[config.mk]
export PLATFORM = sky130hd
export DESIGN_NAME = periodic_timer_table
export DESIGN_NICKNAME = d
export VERILOG_FILES = /design/src/hdl/ptt_pkg.sv /design/src/hdl/ptt_alu.sv /design/src/hdl/ptt_slot_mem.sv /design/src/hdl/periodic_timer_table.sv
export SDC_FILE = /design/constraint.sdc
export NUM_CORES = 2
export LEC_CHECK = 0
export BUFFER_PORTS_ARGS = -buffer_cell sky130_fd_sc_hd__buf_2
export CAP_MARGIN = 30
export CORE_UTILIZATION = 55
export DETAILED_ROUTE_END_ITERATION = 12
export PLACE_DENSITY_LB_ADDON = 0.15
export SETUP_SLACK_MARGIN = 0.3
export SKIP_LAST_GASP = 1
export SYNTH_ARGS = -nofsm -noshare
export SYNTH_HDL_FRONTEND = slang
export SYNTH_SLANG_ARGS = --single-unit
[constraint.sdc]
create_clock -name clock -period 22.4 [get_ports clock]
set_input_delay 4.48 -clock clock [delete_from_list [all_inputs] [get_ports clock]]
set_output_delay 4.48 -clock clock [all_outputs]
set_load 0.005 [all_outputs]
[src/hdl/ptt_pkg.sv]
// shared types and constants of the periodic timer table
package ptt_pkg;

   // data path widths and the result limit
   localparam int DATA_W      = 32;
   localparam int SLOT_W      = 4;
   localparam int MAX_RESULTS = 16;
   localparam int CNT_W       = 5;

   // request actions
   localparam logic [1:0] ACT_TICK   = 2'd0;
   localparam logic [1:0] ACT_ADD    = 2'd1;
   localparam logic [1:0] ACT_REM    = 2'd2;
   localparam logic [1:0] ACT_UNUSED = 2'd3;

   // result kinds
   localparam logic [1:0] KIND_FIRED = 2'd0;
   localparam logic [1:0] KIND_NONE  = 2'd1;
   localparam logic [1:0] KIND_ADD   = 2'd2;
   localparam logic [1:0] KIND_REM   = 2'd3;

   // result status
   localparam logic STAT_OK   = 1'b0;
   localparam logic STAT_FAIL = 1'b1;

   // output of the shared subtract unit
   typedef struct packed {
      logic [DATA_W-1:0] diff;
      logic              zero;
   } alu_res_type;

   // per-field write enables of the slot store
   typedef struct packed {
      logic id;
      logic period;
      logic rem;
      logic tag;
   } mem_we_type;

endpackage

[src/hdl/ptt_alu.sv]
// shared subtract and zero-detect unit used for countdown and id match
module ptt_alu (
   input  logic [ptt_pkg::DATA_W-1:0] op_a,
   input  logic [ptt_pkg::DATA_W-1:0] op_b,
   output ptt_pkg::alu_res_type       res
);

   // difference and its zero flag
   always_comb begin
      res.diff = op_a - op_b;
      res.zero = (res.diff == '0);
   end

endmodule

[src/hdl/ptt_slot_mem.sv]
// per-slot store of timer id, period, remaining count and tag
module ptt_slot_mem #(
   parameter int SLOTS = 16
) (
   input  logic                               clock,
   input  ptt_pkg::mem_we_type                wr_en,
   input  logic [$clog2(SLOTS)-1:0]           wr_addr,
   input  logic [ptt_pkg::DATA_W-1:0]         wr_id,
   input  logic [ptt_pkg::DATA_W-1:0]         wr_period,
   input  logic [ptt_pkg::DATA_W-1:0]         wr_rem,
   input  logic [ptt_pkg::DATA_W-1:0]         wr_tag,
   input  logic [$clog2(SLOTS)-1:0]           rd_addr,
   output logic [ptt_pkg::DATA_W-1:0]         rd_id,
   output logic [ptt_pkg::DATA_W-1:0]         rd_period,
   output logic [ptt_pkg::DATA_W-1:0]         rd_rem,
   output logic [ptt_pkg::DATA_W-1:0]         rd_tag
);

   logic [ptt_pkg::DATA_W-1:0] id_mem     [SLOTS];
   logic [ptt_pkg::DATA_W-1:0] period_mem [SLOTS];
   logic [ptt_pkg::DATA_W-1:0] rem_mem    [SLOTS];
   logic [ptt_pkg::DATA_W-1:0] tag_mem    [SLOTS];

   logic [ptt_pkg::DATA_W-1:0] rd_id_ff;
   logic [ptt_pkg::DATA_W-1:0] rd_period_ff;
   logic [ptt_pkg::DATA_W-1:0] rd_rem_ff;
   logic [ptt_pkg::DATA_W-1:0] rd_tag_ff;

   // write port, one enable per field
   always_ff @(posedge clock) begin
      if (wr_en.id) begin
         id_mem[wr_addr] <= wr_id;
      end
      if (wr_en.period) begin
         period_mem[wr_addr] <= wr_period;
      end
      if (wr_en.rem) begin
         rem_mem[wr_addr] <= wr_rem;
      end
      if (wr_en.tag) begin
         tag_mem[wr_addr] <= wr_tag;
      end
   end

   // registered read port
   always_ff @(posedge clock) begin
      rd_id_ff     <= id_mem[rd_addr];
      rd_period_ff <= period_mem[rd_addr];
      rd_rem_ff    <= rem_mem[rd_addr];
      rd_tag_ff    <= tag_mem[rd_addr];
   end

   assign rd_id     = rd_id_ff;
   assign rd_period = rd_period_ff;
   assign rd_rem    = rd_rem_ff;
   assign rd_tag    = rd_tag_ff;

endmodule

[src/hdl/periodic_timer_table.sv]
// top level of the periodic timer table: sequencer, valid bits and result register
//
// Usage: an item (tick, add or remove) is taken when start is high and busy
// is low. Results come out on the rsp_ ports at most one per cycle, each marked by
// rsp_strobe for a single cycle; rsp_last flags the final result of an item.
// The receiver cannot stall; every result must be taken in its strobe cycle.
// Item handling:
//   tick   - walks every slot through the slot store read port and the
//            shared subtractor, one slot per cycle; fired results appear
//            during the walk, the last one at the end
//   add    - zero interval or a free hint slot: answered with no busy
//            time; otherwise the valid bits are walked one per cycle
//            up to the last slot, stopping at the first free one
//   remove - walks the ids through the store and the subtractor,
//            stopping at the first match
// Reset (synchronous) clears all valid bits, the hint and the id counter;
// the slot store itself is not cleared, as the data of invalid slots is never used.
module periodic_timer_table #(
   parameter int SLOTS = 16
) (
   input  logic        clock,
   input  logic        reset,
   input  logic        start,
   output logic        busy,
   input  logic [1:0]  req_action,
   input  logic [31:0] req_interval,
   input  logic [31:0] req_user_tag,
   input  logic [31:0] req_target_id,
   output logic        rsp_strobe,
   output logic [1:0]  rsp_kind,
   output logic        rsp_status,
   output logic [31:0] rsp_timer_id,
   output logic [31:0] rsp_tag_out,
   output logic [3:0]  rsp_slot_index,
   output logic        rsp_last
);

   localparam int SIDX_W = $clog2(SLOTS);
   localparam int DW     = ptt_pkg::DATA_W;
   localparam int SW     = ptt_pkg::SLOT_W;
   localparam int CW     = ptt_pkg::CNT_W;
   localparam logic [SIDX_W-1:0] LAST_IDX = SIDX_W'(SLOTS - 1);
   localparam logic [CW-1:0]     MAX_CNT  = CW'(ptt_pkg::MAX_RESULTS);

   // sequencer states
   localparam logic [2:0] S_IDLE  = 3'd0;
   localparam logic [2:0] S_TICK  = 3'd1;
   localparam logic [2:0] S_FLUSH = 3'd2;
   localparam logic [2:0] S_ADD   = 3'd3;
   localparam logic [2:0] S_REM   = 3'd4;

   // control state
   logic [2:0]        state_ff, state_in;
   logic [SIDX_W-1:0] addr_ff, addr_in;
   logic              issue_ff, issue_in;
   logic              proc_vld_ff, proc_vld_in;
   logic [SIDX_W-1:0] proc_idx_ff, proc_idx_in;
   logic [SLOTS-1:0]  valid_ff, valid_in;
   logic [SIDX_W-1:0] hint_ff, hint_in;
   logic [DW-1:0]     idc_ff, idc_in;
   logic [CW-1:0]     cnt_ff, cnt_in;
   logic              hold_vld_ff, hold_vld_in;
   logic              rsp_strobe_ff, rsp_strobe_in;

   // payload registers
   logic [DW-1:0]     interval_ff, interval_in;
   logic [DW-1:0]     tag_ff, tag_in;
   logic [DW-1:0]     target_ff, target_in;
   logic [DW-1:0]     hold_id_ff, hold_id_in;
   logic [DW-1:0]     hold_tag_ff, hold_tag_in;
   logic [SW-1:0]     hold_slot_ff, hold_slot_in;
   logic [1:0]        rsp_kind_ff, rsp_kind_in;
   logic              rsp_status_ff, rsp_status_in;
   logic [DW-1:0]     rsp_id_ff, rsp_id_in;
   logic [DW-1:0]     rsp_tag_ff, rsp_tag_in;
   logic [SW-1:0]     rsp_slot_ff, rsp_slot_in;
   logic              rsp_last_ff, rsp_last_in;

   // store and subtractor connections
   ptt_pkg::mem_we_type  mem_we;
   logic [SIDX_W-1:0]    mem_wr_addr;
   logic [DW-1:0]        wr_id, wr_period, wr_rem, wr_tag;
   logic [DW-1:0]        rd_id, rd_period, rd_rem, rd_tag;
   logic [DW-1:0]        alu_a, alu_b;
   ptt_pkg::alu_res_type alu_res;

   ptt_slot_mem #(
      .SLOTS (SLOTS)
   ) u_mem (
      .clock     (clock),
      .wr_en     (mem_we),
      .wr_addr   (mem_wr_addr),
      .wr_id     (wr_id),
      .wr_period (wr_period),
      .wr_rem    (wr_rem),
      .wr_tag    (wr_tag),
      .rd_addr   (addr_ff),
      .rd_id     (rd_id),
      .rd_period (rd_period),
      .rd_rem    (rd_rem),
      .rd_tag    (rd_tag)
   );

   ptt_alu u_alu (
      .op_a (alu_a),
      .op_b (alu_b),
      .res  (alu_res)
   );

   // subtractor operands: id compare while removing, countdown otherwise
   always_comb begin
      if (state_ff == S_REM) begin
         alu_a = rd_id;
         alu_b = target_ff;
      end else begin
         alu_a = rd_rem;
         alu_b = DW'(1);
      end
   end

   // sequencer and next-state logic
   always_comb begin
      state_in      = state_ff;
      addr_in       = addr_ff;
      issue_in      = issue_ff;
      proc_vld_in   = 1'b0;
      proc_idx_in   = addr_ff;
      valid_in      = valid_ff;
      hint_in       = hint_ff;
      idc_in        = idc_ff;
      cnt_in        = cnt_ff;
      hold_vld_in   = hold_vld_ff;
      rsp_strobe_in = 1'b0;
      interval_in   = interval_ff;
      tag_in        = tag_ff;
      target_in     = target_ff;
      hold_id_in    = hold_id_ff;
      hold_tag_in   = hold_tag_ff;
      hold_slot_in  = hold_slot_ff;
      rsp_kind_in   = rsp_kind_ff;
      rsp_status_in = rsp_status_ff;
      rsp_id_in     = rsp_id_ff;
      rsp_tag_in    = rsp_tag_ff;
      rsp_slot_in   = rsp_slot_ff;
      rsp_last_in   = rsp_last_ff;
      mem_we        = '0;
      mem_wr_addr   = addr_ff;
      wr_id         = idc_ff;
      wr_period     = interval_ff;
      wr_rem        = interval_ff;
      wr_tag        = tag_ff;

      unique case (state_ff)
         S_IDLE: begin
            if (start) begin
               interval_in = req_interval;
               tag_in      = req_user_tag;
               target_in   = req_target_id;
               addr_in     = '0;
               issue_in    = 1'b1;
               cnt_in      = '0;
               hold_vld_in = 1'b0;
               case (req_action)
                  ptt_pkg::ACT_TICK: begin
                     state_in = S_TICK;
                  end
                  ptt_pkg::ACT_ADD: begin
                     if (req_interval == '0) begin
                        rsp_strobe_in = 1'b1;
                        rsp_kind_in   = ptt_pkg::KIND_ADD;
                        rsp_status_in = ptt_pkg::STAT_FAIL;
                        rsp_id_in     = '0;
                        rsp_tag_in    = '0;
                        rsp_slot_in   = '0;
                        rsp_last_in   = 1'b1;
                     end else if (!valid_ff[hint_ff]) begin
                        // hint slot free: take it at once
                        mem_we            = '1;
                        mem_wr_addr       = hint_ff;
                        wr_period         = req_interval;
                        wr_rem            = req_interval;
                        wr_tag            = req_user_tag;
                        valid_in[hint_ff] = 1'b1;
                        hint_in           = (hint_ff == LAST_IDX) ? '0 : hint_ff + 1'b1;
                        idc_in            = idc_ff + 1'b1;
                        rsp_strobe_in     = 1'b1;
                        rsp_kind_in       = ptt_pkg::KIND_ADD;
                        rsp_status_in     = ptt_pkg::STAT_OK;
                        rsp_id_in         = idc_ff;
                        rsp_tag_in        = '0;
                        rsp_slot_in       = SW'(hint_ff);
                        rsp_last_in       = 1'b1;
                     end else begin
                        state_in = S_ADD;
                     end
                  end
                  ptt_pkg::ACT_REM: begin
                     state_in = S_REM;
                  end
                  default: begin
                  end
               endcase
            end
         end

         S_TICK: begin
            // issue the next slot read
            proc_vld_in = issue_ff;
            proc_idx_in = addr_ff;
            if (issue_ff) begin
               if (addr_ff == LAST_IDX) begin
                  issue_in = 1'b0;
               end else begin
                  addr_in = addr_ff + 1'b1;
               end
            end
            // count down the slot whose data is back
            if (proc_vld_ff && valid_ff[proc_idx_ff]) begin
               mem_we.rem  = 1'b1;
               mem_wr_addr = proc_idx_ff;
               wr_rem      = alu_res.zero ? rd_period : alu_res.diff;
               if (alu_res.zero && (cnt_ff < MAX_CNT)) begin
                  // send the held fired item, keep the new one back
                  if (hold_vld_ff) begin
                     rsp_strobe_in = 1'b1;
                     rsp_kind_in   = ptt_pkg::KIND_FIRED;
                     rsp_status_in = ptt_pkg::STAT_OK;
                     rsp_id_in     = hold_id_ff;
                     rsp_tag_in    = hold_tag_ff;
                     rsp_slot_in   = hold_slot_ff;
                     rsp_last_in   = 1'b0;
                  end
                  hold_vld_in  = 1'b1;
                  hold_id_in   = rd_id;
                  hold_tag_in  = rd_tag;
                  hold_slot_in = SW'(proc_idx_ff);
                  cnt_in       = cnt_ff + 1'b1;
               end
            end
            if (proc_vld_ff && (proc_idx_ff == LAST_IDX)) begin
               state_in = S_FLUSH;
            end
         end

         S_FLUSH: begin
            // final item of a tick
            rsp_strobe_in = 1'b1;
            rsp_last_in   = 1'b1;
            rsp_status_in = ptt_pkg::STAT_OK;
            if (hold_vld_ff) begin
               rsp_kind_in = ptt_pkg::KIND_FIRED;
               rsp_id_in   = hold_id_ff;
               rsp_tag_in  = hold_tag_ff;
               rsp_slot_in = hold_slot_ff;
            end else begin
               rsp_kind_in = ptt_pkg::KIND_NONE;
               rsp_id_in   = '0;
               rsp_tag_in  = '0;
               rsp_slot_in = '0;
            end
            hold_vld_in = 1'b0;
            state_in    = S_IDLE;
         end

         S_ADD: begin
            // lowest free slot search over the valid bits
            if (!valid_ff[addr_ff]) begin
               mem_we            = '1;
               mem_wr_addr       = addr_ff;
               valid_in[addr_ff] = 1'b1;
               hint_in           = addr_ff;
               idc_in            = idc_ff + 1'b1;
               rsp_strobe_in     = 1'b1;
               rsp_kind_in       = ptt_pkg::KIND_ADD;
               rsp_status_in     = ptt_pkg::STAT_OK;
               rsp_id_in         = idc_ff;
               rsp_tag_in        = '0;
               rsp_slot_in       = SW'(addr_ff);
               rsp_last_in       = 1'b1;
               state_in          = S_IDLE;
            end else if (addr_ff == LAST_IDX) begin
               rsp_strobe_in = 1'b1;
               rsp_kind_in   = ptt_pkg::KIND_ADD;
               rsp_status_in = ptt_pkg::STAT_FAIL;
               rsp_id_in     = '0;
               rsp_tag_in    = '0;
               rsp_slot_in   = '0;
               rsp_last_in   = 1'b1;
               state_in      = S_IDLE;
            end else begin
               addr_in = addr_ff + 1'b1;
            end
         end

         S_REM: begin
            proc_vld_in = issue_ff;
            proc_idx_in = addr_ff;
            if (issue_ff) begin
               if (addr_ff == LAST_IDX) begin
                  issue_in = 1'b0;
               end else begin
                  addr_in = addr_ff + 1'b1;
               end
            end
            // id match on the slot whose data is back
            if (proc_vld_ff && valid_ff[proc_idx_ff] && alu_res.zero) begin
               valid_in[proc_idx_ff] = 1'b0;
               hint_in               = proc_idx_ff;
               rsp_strobe_in         = 1'b1;
               rsp_kind_in           = ptt_pkg::KIND_REM;
               rsp_status_in         = ptt_pkg::STAT_OK;
               rsp_id_in             = target_ff;
               rsp_tag_in            = '0;
               rsp_slot_in           = SW'(proc_idx_ff);
               rsp_last_in           = 1'b1;
               issue_in              = 1'b0;
               proc_vld_in           = 1'b0;
               state_in              = S_IDLE;
            end else if (proc_vld_ff && (proc_idx_ff == LAST_IDX)) begin
               rsp_strobe_in = 1'b1;
               rsp_kind_in   = ptt_pkg::KIND_REM;
               rsp_status_in = ptt_pkg::STAT_FAIL;
               rsp_id_in     = target_ff;
               rsp_tag_in    = '0;
               rsp_slot_in   = '0;
               rsp_last_in   = 1'b1;
               state_in      = S_IDLE;
            end
         end

         default: begin
            state_in = S_IDLE;
         end
      endcase
   end

   // control registers
   always_ff @(posedge clock) begin
      if (reset) begin
         state_ff      <= S_IDLE;
         addr_ff       <= '0;
         issue_ff      <= 1'b0;
         proc_vld_ff   <= 1'b0;
         proc_idx_ff   <= '0;
         valid_ff      <= '0;
         hint_ff       <= '0;
         idc_ff        <= '0;
         cnt_ff        <= '0;
         hold_vld_ff   <= 1'b0;
         rsp_strobe_ff <= 1'b0;
      end else begin
         state_ff      <= state_in;
         addr_ff       <= addr_in;
         issue_ff      <= issue_in;
         proc_vld_ff   <= proc_vld_in;
         proc_idx_ff   <= proc_idx_in;
         valid_ff      <= valid_in;
         hint_ff       <= hint_in;
         idc_ff        <= idc_in;
         cnt_ff        <= cnt_in;
         hold_vld_ff   <= hold_vld_in;
         rsp_strobe_ff <= rsp_strobe_in;
      end
   end

   // payload registers
   always_ff @(posedge clock) begin
      interval_ff   <= interval_in;
      tag_ff        <= tag_in;
      target_ff     <= target_in;
      hold_id_ff    <= hold_id_in;
      hold_tag_ff   <= hold_tag_in;
      hold_slot_ff  <= hold_slot_in;
      rsp_kind_ff   <= rsp_kind_in;
      rsp_status_ff <= rsp_status_in;
      rsp_id_ff     <= rsp_id_in;
      rsp_tag_ff    <= rsp_tag_in;
      rsp_slot_ff   <= rsp_slot_in;
      rsp_last_ff   <= rsp_last_in;
   end

   // ports
   assign busy           = (state_ff != S_IDLE);
   assign rsp_strobe     = rsp_strobe_ff;
   assign rsp_kind       = rsp_kind_ff;
   assign rsp_status     = rsp_status_ff;
   assign rsp_timer_id   = rsp_id_ff;
   assign rsp_tag_out    = rsp_tag_ff;
   assign rsp_slot_index = rsp_slot_ff;
   assign rsp_last       = rsp_last_ff;

endmodule

==> metrics.txt <==
status=complete, no violations; Post-synth EDFFs=2284; syn nets=around 4800; Async S/R FF share, synth=0%; WL met2=between 100 and 150 mm; starting DRC count in detailed routing=6336; CTS tree=done; Metal-1 WL=102 mm; largest cells by area after synthesis=edfxtp_1 71%, mux4_2 15%, dfxtp_1 4.2%; final period utilization=between 30% and 40%; Fin. Hold Viols=0; Req. time, crit path=22.89 ns; Worst-path clk slew=approximately 0.06 ns; static leakage=34.6 nW; yosys synthesis warning count=0; Setup WS pre-CTS=approximately 13 ns; Reg power frac=52.8%; Clk Latency, worst-skew pair=0.88 ns; worst-path cell chain=buf_2 > nor4_1 > nand4_1 > nor2_1 > nor3_4 > a21o_1 > nand2_1 > a222oi_1 > or2_2 > nor2_4 > buf_4 > buf_4; remaining antenna violation count=0; top sig layer=met5; CTS root buffer=clkbuf_16; # fillers=12000; post-CTS setup repair buffer count=0; R2R depth=20; combinational share of power=8.4%; Post-Synthesis Cell Area=96400 µm²; RSZ-0062 raised after global routing=no; clock power share=38.7%; slew of the pin with the lowest slew margin=1.06 ns; DR WL/cell=roughly 33 µm; Initial Utilization=55.4%; die height=between 400 and 500 µm; Switching Power=2.30 mW; post-synth top area share=71.2%; maximum vdd ir drop=0.0872 mV; WP buf/inv=3; Min Clock Period, post-route=8.93 ns; DRC viols=0; Clock Tree Buf Depth=3; GRT Overall Usage=28.2%; Placer Congestion=0.989; Max stage delay cell, worst path=buf_4; Clock Sinks=2484; Area growth, synth to finish=12.7%; worst-path maximum fanout=40; H-tree Lvls=4; Slew headroom=28.8%; internal power=between 7 and 8 mW; slowest stage delay, CP=0.78 ns; DP Area=101000 µm²; Avg Synthesized Cell Area=20.5 µm²; Seq/Total Area, Yosys=75.3%; total I/O pin count=about 180; Critical Path Sink Type=register; Sw Ratio=22.9%; post-CTS sizing=0; Syn Inst Count=4702; design area=109000 µm²; area leader, netlist=edfxtp_1; Setup Skew=between 0.02 and 0.03 ns; most used cell, CP=buf_4; GR Overflow Total=0; metal3 WL=16.7 mm; fmax=0.112 GHz; max-slew violation count=0; largest net degree at the start of global routing=about 130; HPWL after detailed placement=around 150 mm; Port-buffer cells=174; Max-Cap Viols=0; top cells by count, synth=2284 x edfxtp_1, 655 x mux4_2, 261 x nand2_1; top-count cell post-synth=edfxtp_1; sum of negative setup slack=0 ns; share of layout cells above drive strength 1=27.9%; Levels on crit path=12; initial antenna violation count=5; Final setup viols=0; routed vias/inst=6.41; pwr dens=92.4 nW/µm²; drt pass-1 iters=10; Yosys reg bits=between 2000 and 2500; R2R setup slack=13.80 ns; WL final=246 mm; CORE AREA=between 150000 and 200000 µm²; vias=48400; number of global-route vias before repair=47700; first-pass GRT wire length=350 mm; hold-fix buffers at CTS=0; Top delay family on crit path=simple AND/OR/NAND/NOR gates; Chip Width=421 µm; Rows=between 150 and 200; Main synth FF type=edfxtp_1; Hold Path Depth=0; post-synth cell types=73; post-route setup slack=13.47 ns; DIE AREA=177000 µm²; Nets=5152; CP arrival=9.42 ns; crit path kind=input port to register; CTS Buf Count=235; Critical Path Start Type=input port; Worst Hold Class=register to register
power groups by stage:
stage | clock network, mW | registers, mW | logic (mW)
2_1_floorplan | 0 | 5.36 | 0.502
3_3_place_gp | 0 | 5.40 | 0.812
3_5_place_dp | 0 | 5.40 | 0.836
4_1_cts | 3.95 | 5.30 | 0.838
5_1_grt | 4.12 | 5.30 | 0.894
6_report | 3.89 | 5.30 | 0.844
layout by cell type, fill, tap and decap left out, drive strengths merged, types with 35 or more instances in the layout:
cell type  count
clkbuf       322
nor2         168
o21ai         78
mux4         655
mux2          81
dfxtp        200
and2          36
buf          320
edfxtp      2284
nand2        261
a222oi        40
xor2          40
mux2i         35
nand3         42
inv           68
ha            42
clkinv        95
a31oi         37
a21oi        102
worst reg2reg max path: stages, from the launching register on:
cell      delay, ns
dfxtp_1        0.75
nor3b_2        0.38
buf_4          0.39
buf_4          0.72
mux2i_1        0.34
ha_1           0.18
inv_1          0.05
fa_1           0.46
a21o_1         0.23
a221oi_2       0.55
or4_1          0.38
a211oi_2       0.12
nor3_1         0.42
nor2_1         0.07
or4_1          0.57
nor4_1         0.70
nand2_1        0.14
o211a_1        0.29
nor3_2         0.18
buf_4          0.46
buf_4          0.75
sequential cells by signal, summed over array words and instances (netlist names), 512 cells and up:
name,count
u_mem.period_mem,512
u_mem.id_mem,512
u_mem.rem_mem,512
u_mem.tag_mem,512
layout make-up:
class | count | area, µm² | area share [%]
Antenna cell | 9 | 22.5 | 0.0207
Clock buffer | 322 | 6380 | 5.87
Clock inverter | 126 | 1160 | 1.07
Inverter | 60 | 225 | 0.207
Multi-Input combinational cell | 1907 | 22900 | 21.1
Sequential cell | 2484 | 72600 | 66.9
Tap cell | 2325 | 2910 | 2.68
Timing Repair Buffer | 320 | 2360 | 2.17
logic make-up after synthesis:
logic type / Yosys count / synth area share [%]
AND/OR/NAND/NOR: 679 / 3.30
multiplexers: 771 / 16.6
AO/OA/AOI/OAI: 355 / 2.43
XOR/XNOR: 59 / 0.536
adder cells (fa/ha/maj): 43 / 0.566
flip-flops: 2484 / 75.3
buffers and inverters: 311 / 1.22
stage by stage:
step	total power [mW]	utilization, %	cells	hold slack [ns]
3_5_place_dp	6.24	58.0	7091	0.389
2_1_floorplan	5.86	-	4702	0.386
3_3_place_gp	6.22	57.7	7069	0.386
5_1_grt	10.3	62.4	7544	0.405
4_1_cts	10.1	62.3	7539	0.403
6_report	10.0	62.4	7553	0.402
final timing paths:
| path | end | from |
|---|---|---|
| worst max-delay path | u_mem.tag_mem[13][25]$_DFFE_PP_ | req_interval[30] |
| worst min-delay path | hold_tag_ff[29]$_DFFE_PP_ | u_mem.rd_tag[29]$_DFF_P_ |
| worst max register to register | rsp_tag_out[26]$_DFFE_PP_ | state_ff[2]$_SDFFE_PP0P_ |
| worst min register to register | hold_tag_ff[29]$_DFFE_PP_ | u_mem.rd_tag[29]$_DFF_P_ |
routing by layer:
metal,track usage (%),vias up
met5,0,-
met4,9.81,2
met3,3.98,386
met2,44.3,2093
met1,41.1,25900
li1,-,20100
(Power assumes the default switching activity.)
